===== config.mk =====
export PLATFORM = sky130hd
export DESIGN_NAME = son_div
export DESIGN_NICKNAME = d
export VERILOG_FILES = /design/src/hdl/son_pkg.sv /design/src/hdl/son_div.sv
export SDC_FILE = /design/constraint.sdc
export NUM_CORES = 1
export LEC_CHECK = 0
export BUFFER_PORTS_ARGS = -buffer_cell sky130_fd_sc_hd__buf_4
export CAP_MARGIN = 5
export CORE_ASPECT_RATIO = 0.75
export CORE_MARGIN = 5
export CORE_UTILIZATION = 40
export DETAILED_ROUTE_END_ITERATION = 12
export PLACE_DENSITY = 0.55
export SLEW_MARGIN = 25
export SYNTH_ARGS = -nofsm -noshare
export SYNTH_HDL_FRONTEND = slang
export SYNTH_SLANG_ARGS = --single-unit

===== constraint.sdc =====
create_clock -name clk_i -period 3.31 [get_ports clk_i]
set_clock_uncertainty 0.2 [all_clocks]
set_input_delay 0.1655 -clock clk_i [delete_from_list [all_inputs] [get_ports clk_i]]
set_output_delay 0.1655 -clock clk_i [all_outputs]
set_load 0.03 [all_outputs]

===== src/hdl/son_pkg.sv =====
`timescale 1ns / 1ps
// ----------------------------------------------------------------------------
// son_pkg
// Types and constants shared by the outlier-slack normalizer.
// ----------------------------------------------------------------------------
package son_pkg;

  localparam int unsigned EntryW  = 16;
  localparam int unsigned SumW    = 24;
  localparam int unsigned RoundW  = 5;
  localparam int unsigned DimW    = 8;
  localparam int unsigned CfgW    = 8;
  localparam int unsigned CfgIdxW = 2;

  localparam logic [EntryW-1:0] OneQ15    = 16'd32768;
  localparam logic [EntryW-1:0] SlackInit = 16'd328;
  localparam logic [SumW-1:0]   SumMax    = 24'hFFFFFF;
  localparam logic [RoundW-1:0] RoundMax  = 5'd16;

  typedef enum logic [1:0] {
    ACT_WRITE = 2'd0,
    ACT_NORM  = 2'd1,
    ACT_READ  = 2'd2,
    ACT_NONE  = 2'd3
  } action_e;

  typedef enum logic [CfgIdxW-1:0] {
    CFG_ROWS   = 2'd0,
    CFG_COLS   = 2'd1,
    CFG_ROUNDS = 2'd2
  } cfg_idx_e;

  typedef enum logic {
    KIND_DONE = 1'b0,
    KIND_READ = 1'b1
  } kind_e;

  // divider request and reply
  typedef struct packed {
    logic            start;
    logic [EntryW-1:0] num;
    logic [SumW-1:0]   den;
  } div_req_t;

  typedef struct packed {
    logic              busy;
    logic              done;
    logic [EntryW-1:0] quo;
  } div_rsp_t;

  function automatic logic [SumW-1:0] sat_add(logic [SumW-1:0] a, logic [EntryW-1:0] b);
    logic [SumW:0] s;
    s = {1'b0, a} + {{(SumW-EntryW+1){1'b0}}, b};
    return s[SumW] ? SumMax : s[SumW-1:0];
  endfunction

endpackage


===== src/hdl/son_div.sv =====
`timescale 1ns / 1ps
// ----------------------------------------------------------------------------
// son_div
// Restoring divider, one quotient bit per cycle:
// q = min(0xFFFF, floor((x*32768 + s/2) / s)).
// ----------------------------------------------------------------------------
module son_div (
  input  logic              clk_i,
  input  logic              rst_ni,
  input  son_pkg::div_req_t req_i,
  output son_pkg::div_rsp_t rsp_o
);
  import son_pkg::*;

  localparam int unsigned NumW = EntryW + 15 + 1;  // x*32768 + s/2 fits in 32 bits
  localparam int unsigned CntW = $clog2(NumW + 1);

  logic [NumW-1:0] num_q, num_d;
  logic [SumW:0]   rem_q, rem_d;
  logic [SumW-1:0] den_q, den_d;
  logic [NumW-1:0] quo_q, quo_d;
  logic [CntW-1:0] cnt_q, cnt_d;
  logic            busy_q, busy_d, done_q, done_d;
  logic [SumW:0]   shifted;

  always_comb begin
    num_d   = num_q;
    rem_d   = rem_q;
    den_d   = den_q;
    quo_d   = quo_q;
    cnt_d   = cnt_q;
    busy_d  = busy_q;
    done_d  = 1'b0;
    shifted = {rem_q[SumW-1:0], num_q[NumW-1]};
    if (req_i.start) begin
      num_d  = {1'b0, req_i.num, 15'd0} + {{(NumW-SumW+1){1'b0}}, req_i.den[SumW-1:1]};
      den_d  = req_i.den;
      rem_d  = '0;
      quo_d  = '0;
      cnt_d  = CntW'(NumW);
      busy_d = 1'b1;
    end else if (busy_q) begin
      num_d = {num_q[NumW-2:0], 1'b0};
      if (shifted >= {1'b0, den_q}) begin
        rem_d = shifted - {1'b0, den_q};
        quo_d = {quo_q[NumW-2:0], 1'b1};
      end else begin
        rem_d = shifted;
        quo_d = {quo_q[NumW-2:0], 1'b0};
      end
      cnt_d = cnt_q - 1'b1;
      if (cnt_q == CntW'(1)) begin
        busy_d = 1'b0;
        done_d = 1'b1;
      end
    end
  end

  always_ff @(posedge clk_i or negedge rst_ni) begin
    if (!rst_ni) begin
      busy_q <= 1'b0;
      done_q <= 1'b0;
      cnt_q  <= '0;
    end else begin
      busy_q <= busy_d;
      done_q <= done_d;
      cnt_q  <= cnt_d;
    end
  end

  always_ff @(posedge clk_i) begin
    num_q <= num_d;
    rem_q <= rem_d;
    den_q <= den_d;
    quo_q <= quo_d;
  end

  assign rsp_o.busy = busy_q;
  assign rsp_o.done = done_q;
  assign rsp_o.quo  = (|quo_q[NumW-1:EntryW]) ? '1 : quo_q[EntryW-1:0];

endmodule


# Word level (Yosys, flattened, before mapping)
# Index checks and enable logic that the tools add are counted.
# Widths: inputs -> output; s select.
[word_totals]
out_inout_bits = 18
inputBits = 43
register_bits = 120
elab_cells = 27
[op_classes]
muxes = 13
n_addsub = 3
n_reduce_logical = 2
eq_ne = 1
n_lt_le_gt_ge = 1
[op_table]
columns = ["operator", "count"]
rows = [
  ["$mux 32", 2],
  ["$add 31x23->32", 1],
  ["$ge 25x24->1", 1],
  ["$mux 24", 1],
  ["$sub 24x24->24", 1],
  ["$mux 16", 1],
  ["$reduce_or 16->1", 1],
  ["$mux 6", 2],
  ["$mux 1", 7],
  ["$eq 6x1->1 const B", 1],
  ["$sub 6x1->6 const B", 1],
  ["$reduce_bool 2->1", 1],
]

# Longest topological paths before layout
# Gate-level depths: netlist (run 1).
[logic_depth]
depth_word = 4
depth_mapped = 13

# Worst setup path before layout (run 1)
# OpenSTA, ideal clock, no wires.
[synth_path]
path_type = "reg2reg"
startpoint = "register den_q[9]"
endpoint = "register rem_q[18]"
setup_slack_ps = 652
arrival_ps = 2328
n_path_buf = 0
required_time_ps = 2980
stages_incl_launch_ff = 11
setup_ps = 130
cell_sequence = "edfxtp_1 > inv_1 > ha_1 > a21oi_1 > o21ai_0 > a2111oi_0 > a21oi_1 > a31oi_1 > nor2_1 > a2111oi_0 > o31ai_1"
[synth_between]
elab_chain_len = 2
elab_cells_between_ends = 3
cone_classes = "add/sub (1); order compare (1); mux (1)"
[synth_rtl]
columns = ["element", "line", "text"]
rows = [
  ["from (decl)", "son_div.sv:20", "logic [SumW-1:0] den_q, den_d;"],
  ["from (signal assigned)", "son_div.sv:74", "den_q <= den_d;"],
  ["$sub 24x24->24 / $ge 25x24->1 (equally long branches)", "son_div.sv:45, son_div.sv:44", ""],
  ["$mux 24 *", "son_div.sv:44", "if (shifted >= {1'b0, den_q}) begin"],
  ["to (signal assigned)", "son_div.sv:73", "rem_q <= rem_d;"],
  ["to (decl)", "son_div.sv:19", "logic [SumW:0] rem_q, rem_d;"],
]
# Mark *: on every way between the ends. The rest lies on a longest branch, timed or not.
# A chain may end at the register's enable or synchronous reset.

# Worst setup path in the final report (run 1)
[layout_path]
startpoint = "register den_q[7]"
endpoint = "register rem_q[18]"
# The elaborated chain is that of the path after synthesis.

==> results of run 1 <==
per-layer routing:
layer	wire, µm	GRT usage [%]	vias to the layer above
li1	-	-	2443
met1	7832	24.27	2272
met2	5723	21.65	100
met3	715	4.436	12
met4	144	4.065	0
met5	0	0	-
Yosys cell counts, drive strengths merged (2+ instances only):
| library cell | instances |
|---|---|
| nor4b | 4 |
| buf | 12 |
| nor4 | 8 |
| nand3 | 5 |
| o21ai | 14 |
| o31ai | 5 |
| a21o | 10 |
| mux2i | 49 |
| nand4 | 7 |
| dfxtp | 56 |
| clkbuf | 18 |
| o21a | 3 |
| edfxtp | 56 |
| inv | 34 |
| nor3 | 6 |
| a2111oi | 2 |
| a31oi | 2 |
| a211oi | 23 |
| dfrtp | 8 |
| a21oi | 34 |
| nand2b | 2 |
| and2 | 2 |
| or2 | 20 |
| mux2 | 22 |
| o41ai | 3 |
| a211o | 3 |
| xor2 | 11 |
| nor2 | 84 |
| nand3b | 2 |
| o21bai | 5 |
| fa | 2 |
| xnor2 | 26 |
| nand2 | 27 |
| ha | 34 |
| a32oi | 3 |
| nor2b | 6 |
report_power, final:
part / switching, µW / leakage [µW] / internal, µW / total [µW]
registers: 167 / 0.00112 / 1820 / 1990
logic: 1080 / 0.00231 / 920 / 2000
clock network: 716 / 0.000267 / 1050 / 1760
total: 1970 / 0.00370 / 3790 / 5760
per-stage QoR:
stage / util (%) / instances
4_1_cts: 50.40 / 942
5_1_grt: 50.44 / 942
3_3_place_gp: 44.63 / 875
2_1_floorplan: - / 625
6_report: 50.44 / 942
3_5_place_dp: 44.63 / 875
worst paths after layout:
| kind | from | end | slack (ns) | cells after the start |
|---|---|---|---|---|
| hold reg to reg | quo_q[0] | quo_q[0] | 0.27 | 2 |
| setup / recovery | den_q[7] | rem_q[18] | 0.24 | 11 |
| hold / removal | req_i[32] | num_q[23] | 0.03 | 3 |
| min in group asynchronous | rst_ni | cnt_q[0] | 0.53 | 3 |
| setup reg to reg | den_q[7] | rem_q[18] | 0.24 | 11 |
| max in group asynchronous | rst_ni | busy_q | 2.08 | 3 |
state kept, by name, summed over array words and instances, names as in the netlist:
register,count
quo_q,32
busy_q,1
done_q,1
den_q,24
rem_q,24
num_q,32
cnt_q,6
critical path, stage by stage (launching register included):
cell and delay [ns]:
edfxtp_1 0.32, inv_1 0.04, ha_1 0.40, nand2_1 0.18, nor3_1 0.30, o41a_1 0.29, nor2_4 0.08, o31ai_4 0.29
a21oi_2 0.12, buf_4 0.25, nand2b_1 0.24, o31ai_1 0.26
logic make-up after synthesis:
group / share of synthesized area [%]
mux: 11.39
xor+xnor: 4.999
compound gates: 12.78
simple gates: 13.11
fa+ha+maj: 7.180
buf+inv: 4.227
flops: 46.32
repair_timing:
item | CTS | global route
resized for setup | 0 | 2
hold buffers | 35 | 0
buffers inserted | 0 | 0
hold endpoints to repair | 63 | 0
setup endpoints to repair | 0 | 1
layout make-up:
cell class | instances | area (µm²)
Clock inverter | 15 | 145.1
Clock buffer | 17 | 425.4
Sequential cell | 120 | 3004
Timing Repair Buffer | 105 | 875.8
Inverter | 34 | 127.6
Tap cell | 210 | 262.8
Multi-Input combinational cell | 441 | 3212
Fill cell | 1410 | 7913
==> impl_results.md, run 1 <==
- Critical path class: reg -> reg
- Routed Antenna Nets: 0
- Post-Syn Area: 6482 µm²
- CTS sink count: 120
- Commonest non-fill, non-tap cell in the layout: nor2_1
- Seq/Total Area, Yosys: 46.32%
- Core area: 15970 µm²
- Initial Util: 40.60%
- Final Hold Viols: 0
- CTS max path bufs: 2
- Area contributors post-synth: edfxtp_1, dfxtp_1, mux2i_1
- Layout cells sized above 1: 20.77%
- Vias in the first global route: 4625
- Final setup violation count: 0
- Synth cell types: 61
- Final slew viol count: 0
- Peak supply drop: 0.4002 mV
- Global Route Usage Sum: 15.81%
- Critical path launch point type: register
- RSZ-0062 raised after global routing: false
- Max-cap violation count: 0
- Final setup margin: 0.2402 ns
- Final instance area: 8053 µm²
- Final wirelength: 14410 µm
- CTS tree: done
- Most used DFF post-synth: edfxtp_1
- Worst-Margin Slew: 0.6228 ns
- Residual DRC count: 0
- Critical Path AT: 3.20 ns
- Total number of vias: 4827
- Detailed Place HPWL: 10330 µm
- FF+latch count, synth: 120
- Hold Path Class: in -> reg
- Row count: 40
- Fin Hold WS: 0.02975 ns
- Drt wl/cell: 15.30 µm
- Worst skew pair latency: 0.42 ns
- Post-synth ARST share: 6.667%
- Number of buffers created by CTS: 17
- PD cells: 714.8 nW/µm²
- Top cell type by total area after synthesis: edfxtp_1
- Global-route wire length before repair: 23570 µm
- Mean post-synth cell area: 10.37 µm²
- Die Area: 18880 µm²
- Syn Inst Count: 625
- EDFF count, synth: 56
- DP Area: 7126 µm²
- Synth top area share: 25.94%
- Largest net degree at the start of global routing: 41
- Status: finished clean
- Synth-to-Final Area Change: 24.22%
- # nets final: 798
- Pre-antenna DRT Iters: 5
- Htree depth: 4
- Crit. End Element: register
- Clk Tree Root Cell: clkbuf_16
- Required time worst endpoint: 3.44 ns
- Initial antenna violation count: 0
- Via density: 5.124
- Setup TNS: 0 ns
- Chip width: 157.0 µm
- Syn_nets: 704
- Post-layout minimum cycle time: 3.070 ns
- Ports: 61
- Most frequent cells in the layout: nor2_1, buf_4, edfxtp_1, dfxtp_1, mux2i_1
- Total design power: 5756 µW
- Antenna cells: 0
- GRT overflow: 0
- Clock transition at path regs: 0.06 ns
- Slew margin rel.: 58.36%
- Synthesis Warnings: 0
- FMAX: 325.7 MHz
- Port buffer count: 60
- Pre-CTS worst setup slack: 0.2476 ns
- Critical Path Fanout Max: 19
- DR iter-0 viols: 287
- P_leak: 0.003701 µW
- Routability cong.: 0.9272
- Die Y: 120.3 µm
- Part of the cycle the worst path needs: 92.74%
Note: power is estimated with default switching activity, not from simulation.
==> run 2, diff against run 1 <==
ABC_AREA = 1   (was unset)
CAP_MARGIN = 0   (was 5)
CORE_UTILIZATION = 60   (was 40)
PLACE_DENSITY = 0.77   (was 0.55)
==> run 2 against run 1 <==
Compared with the run above: register-to-register slack better by 0.51 ns; via count up 34%; worst setup slack better by 0.51 ns; critical endpoint is now rem_q[19].
==> impl_results.md, run 2 <==
- Status: finished clean
- Critical Path Fanout Max: 14 (-5)
- Clk Tree Root Cell: clkbuf_16
- Layout cells sized above 1: 14.94% (-5.8 points)
- CTS max path bufs: 2 (unchanged)
- Antenna cells: 0 (unchanged)
- Routed Antenna Nets: 0 (unchanged)
- Compound-Gate Fraction of Synth Area: 6.866% (-5.9 points)
- Hold Path Class: in -> reg
- Worst-Margin Slew: 0.9437 ns (+0.3209 ns)
- Postcts setup bufs: 0 (unchanged)
- EDFF count, synth: 56 (unchanged)
- Port buffer count: 60 (unchanged)
- Synth Area in XOR/XNOR: 1.695% (-3.3 points)
- Post-synth ARST share: 6.667% (unchanged)
- Most used DFF post-synth: edfxtp_1
- Seq/Total Area, Yosys: 41.51% (-4.8 points)
- Part of the cycle the worst path needs: 77.20% (-16 points)
- RSZ-0062 raised after global routing: false
- Peak supply drop: 0.3861 mV (-3.5%)
- Row count: 34 (-15%)
- CTS tree: done
- FF+latch count, synth: 120 (unchanged)
- Largest family of logic cells by synthesized area: simple AND/OR/NAND/NOR gates
- Reg2reg end: rem_q[19]
- Critical Path AT: 2.71 ns (-0.49 ns)
- Syn_nets: 1024 (+45%)
- Most frequent cells in the layout: nand2_1, inv_1, buf_4
- Residual DRC count: 0 (unchanged)
- Detailed Place HPWL: 12540 µm (+21%)
- FF+latch area: 3003 µm² (about the same)
- Synth Area in Simple Gates: 32.74% (+20 points)
- Critical path class: reg -> reg
- Top cell type by total area after synthesis: edfxtp_1
- Global Route Usage Sum: 25.38% (+9.6 points)
- Reg2reg setup slack: 0.75 ns (+0.51 ns)
- Pre-CTS worst setup slack: 0.8197 ns (+0.5720 ns)
- Filler cells: 878 (-38%)
- Syn Inst Count: 945 (+51%)
- DR iter-0 viols: 570 (+99%)
- Die Area: 14380 µm² (-24%)
- Post-layout minimum cycle time: 2.555 ns (-0.5145 ns)
- Final Hold Viols: 0 (unchanged)
- Mean post-synth cell area: 7.655 µm² (-26%)
- Pre-antenna DRT Iters: 5 (unchanged)
- Final setup margin: 0.7546 ns (+0.5145 ns)
- GRT overflow: 0 (unchanged)
- Reg2Reg Launch Point: rem_q[12]
- Critical path launch point type: register
- Biggest regs: num_q: 32 flops, quo_q: 32 flops
- Global-route wire length before repair: 29160 µm (+24%)
- Core area: 11700 µm² (-27%)
- Worst r2r path cells: 11 (unchanged)
- Final setup violation count: 0 (unchanged)
- Area of the multi-input gates: 3461 µm² (+7.8%)
- Area contributors post-synth: edfxtp_1, nand2_1, dfxtp_1
- Synthesis Warnings: 0 (unchanged)
- Most common cell in the synthesized netlist: nand2_1
- Crit path top cell by count: nand2_1
- Chip width: 136.8 µm (-13%)
- Slew margin rel.: 37.02% (-21 points)
- Final wirelength: 17810 µm (+24%)
- Htree depth: 4 (unchanged)
- Initial antenna violation count: 0 (unchanged)
- Total number of vias: 6460 (+34%)
- Worst skew pair latency: 0.42 ns (about the same)
- Vias in the first global route: 5921 (+28%)
- Routability cong.: 1.017 (+9.7%)
- Ports: 61 (unchanged)
- DP Area: 7809 µm² (+9.6%)
- Fin Hold WS: 0.02668 ns (-0.003062 ns)
- Required time worst endpoint: 3.46 ns (+0.02 ns)
- Max-cap violation count: 0 (unchanged)
- Commonest cells in the synthesized netlist: nand2_1, inv_1, dfxtp_1, edfxtp_1, nand3_1
- FMAX: 391.3 MHz (+20%)
- P_leak: 0.004415 µW (+19%)
- Hold_sp: req_i[25]
- Adder-Cell Fraction of Synth Area: 6.434% (-0.75 points)
- Crit. End Element: register
- Largest net degree at the start of global routing: 51 (+24%)
- CTS sink count: 120 (unchanged)
- Total design power: 3963 µW (-31%)
- Synth-to-Final Area Change: 20.39%
- Worst Hold Path Cells: 4 (+1)
- Final slew viol count: 0 (unchanged)
- Commonest non-fill, non-tap cell in the layout: nand2_1
- Crit-path cells: ha_1, nand2_1, inv_1, nand2_1, nor2_1, nand2_1, nand3_1, nor2_4, buf_4, nand4_1, nand3_1
- Crit-path slowest cell: dfxtp_1
- Critical path's largest stage delay: 0.45 ns (+0.05 ns)
- PD cells: 455.0 nW/µm² (-36%)
- Synth cell types: 40 (-34%)
- Number of buffers created by CTS: 17 (unchanged)
- Final instance area: 8710 µm² (+8.2%)
- Die Y: 105.1 µm (-13%)
- Post-Syn Area: 7234 µm² (+12%)
- Synth top area share: 23.24% (-2.7 points)
- Post-synthesis mux area share: 0% (-11 points)
- CTS resizes: 0 (unchanged)
- Initial Util: 61.84% (+21 points)
- Via density: 5.326 (+3.9%)
- Setup TNS: 0 ns (unchanged)
- Hold Path Sink: num_q[16]
- Drt wl/cell: 14.68 µm (-4.1%)
- # nets final: 1117 (+40%)
- Clock transition at path regs: 0.06 ns (about the same)
==> run 2: metal layers <==
layer | vias up | routed length [µm] | GRT usage (%)
met3 | 19 | 1534 | 5.812
li1 | 3250 | - | -
met5 | - | 0 | 0
met4 | 0 | 153 | 5.199
met2 | 258 | 7639 | 36.46
met1 | 2933 | 8481 | 39.07
==> run 2: what timing repair did <==
action | 4_1_cts | 5_1_grt
endpoints found under the hold margin | 55 | 0
endpoints found under the setup margin | 0 | 0
hold buffers | 34 | 0
==> run 2: critical path: cells and delay by family, from the launching register on <==
family        cells  cell delay [ns]
simple gates      8             1.14
flops             1             0.45
buf+inv           2             0.37
fa+ha+maj         1             0.34
==> run 2: how the worst max path moves through the flow <==
stage	cells past startpoint	slack (ns)	from	endpoint
after floorplan	3	1.0	busy_q	num_q[0]
final	11	0.75	rem_q[12]	rem_q[19]
after global placement	14	0.88	den_q[9]	rem_q[22]
after global routing	12	0.54	den_q[9]	rem_q[19]
after CTS	12	0.79	den_q[15]	rem_q[19]
after detailed placement	12	0.82	den_q[9]	rem_q[19]
==> run 2: cell families after synthesis <==
kind of cell | count (synthesis)
fa+ha+maj | 36
xor+xnor | 14
compound gates | 85
flops | 120
buf+inv | 192
simple gates | 498
==> run 2: cell type report <==
class                   count  share of cell area [%]
clock inverters            13                   1.221
repair buffers            103                   9.999
well taps                 162                   2.327
clock buffers              19                   5.215
inverters                 163                   7.025
flip-flops and latches    120                   34.48
multi-input cells         633                   39.74
==> run 2: power breakdown <==
group | leakage (µW) | switching, µW | internal (µW)
combinational | 0.00301 | 310 | 194
sequential | 0.00113 | 37.9 | 1660
clock | 0.000271 | 738 | 1020
==> run 2: through the flow <==
| step | util (%) | std cells |
|---|---|---|
| after floorplan | - | 945 |
| after global placement | 66.75 | 1147 |
| after detailed placement | 66.75 | 1147 |
| after CTS | 74.45 | 1213 |
| after global routing | 74.45 | 1213 |
| final | 74.45 | 1213 |
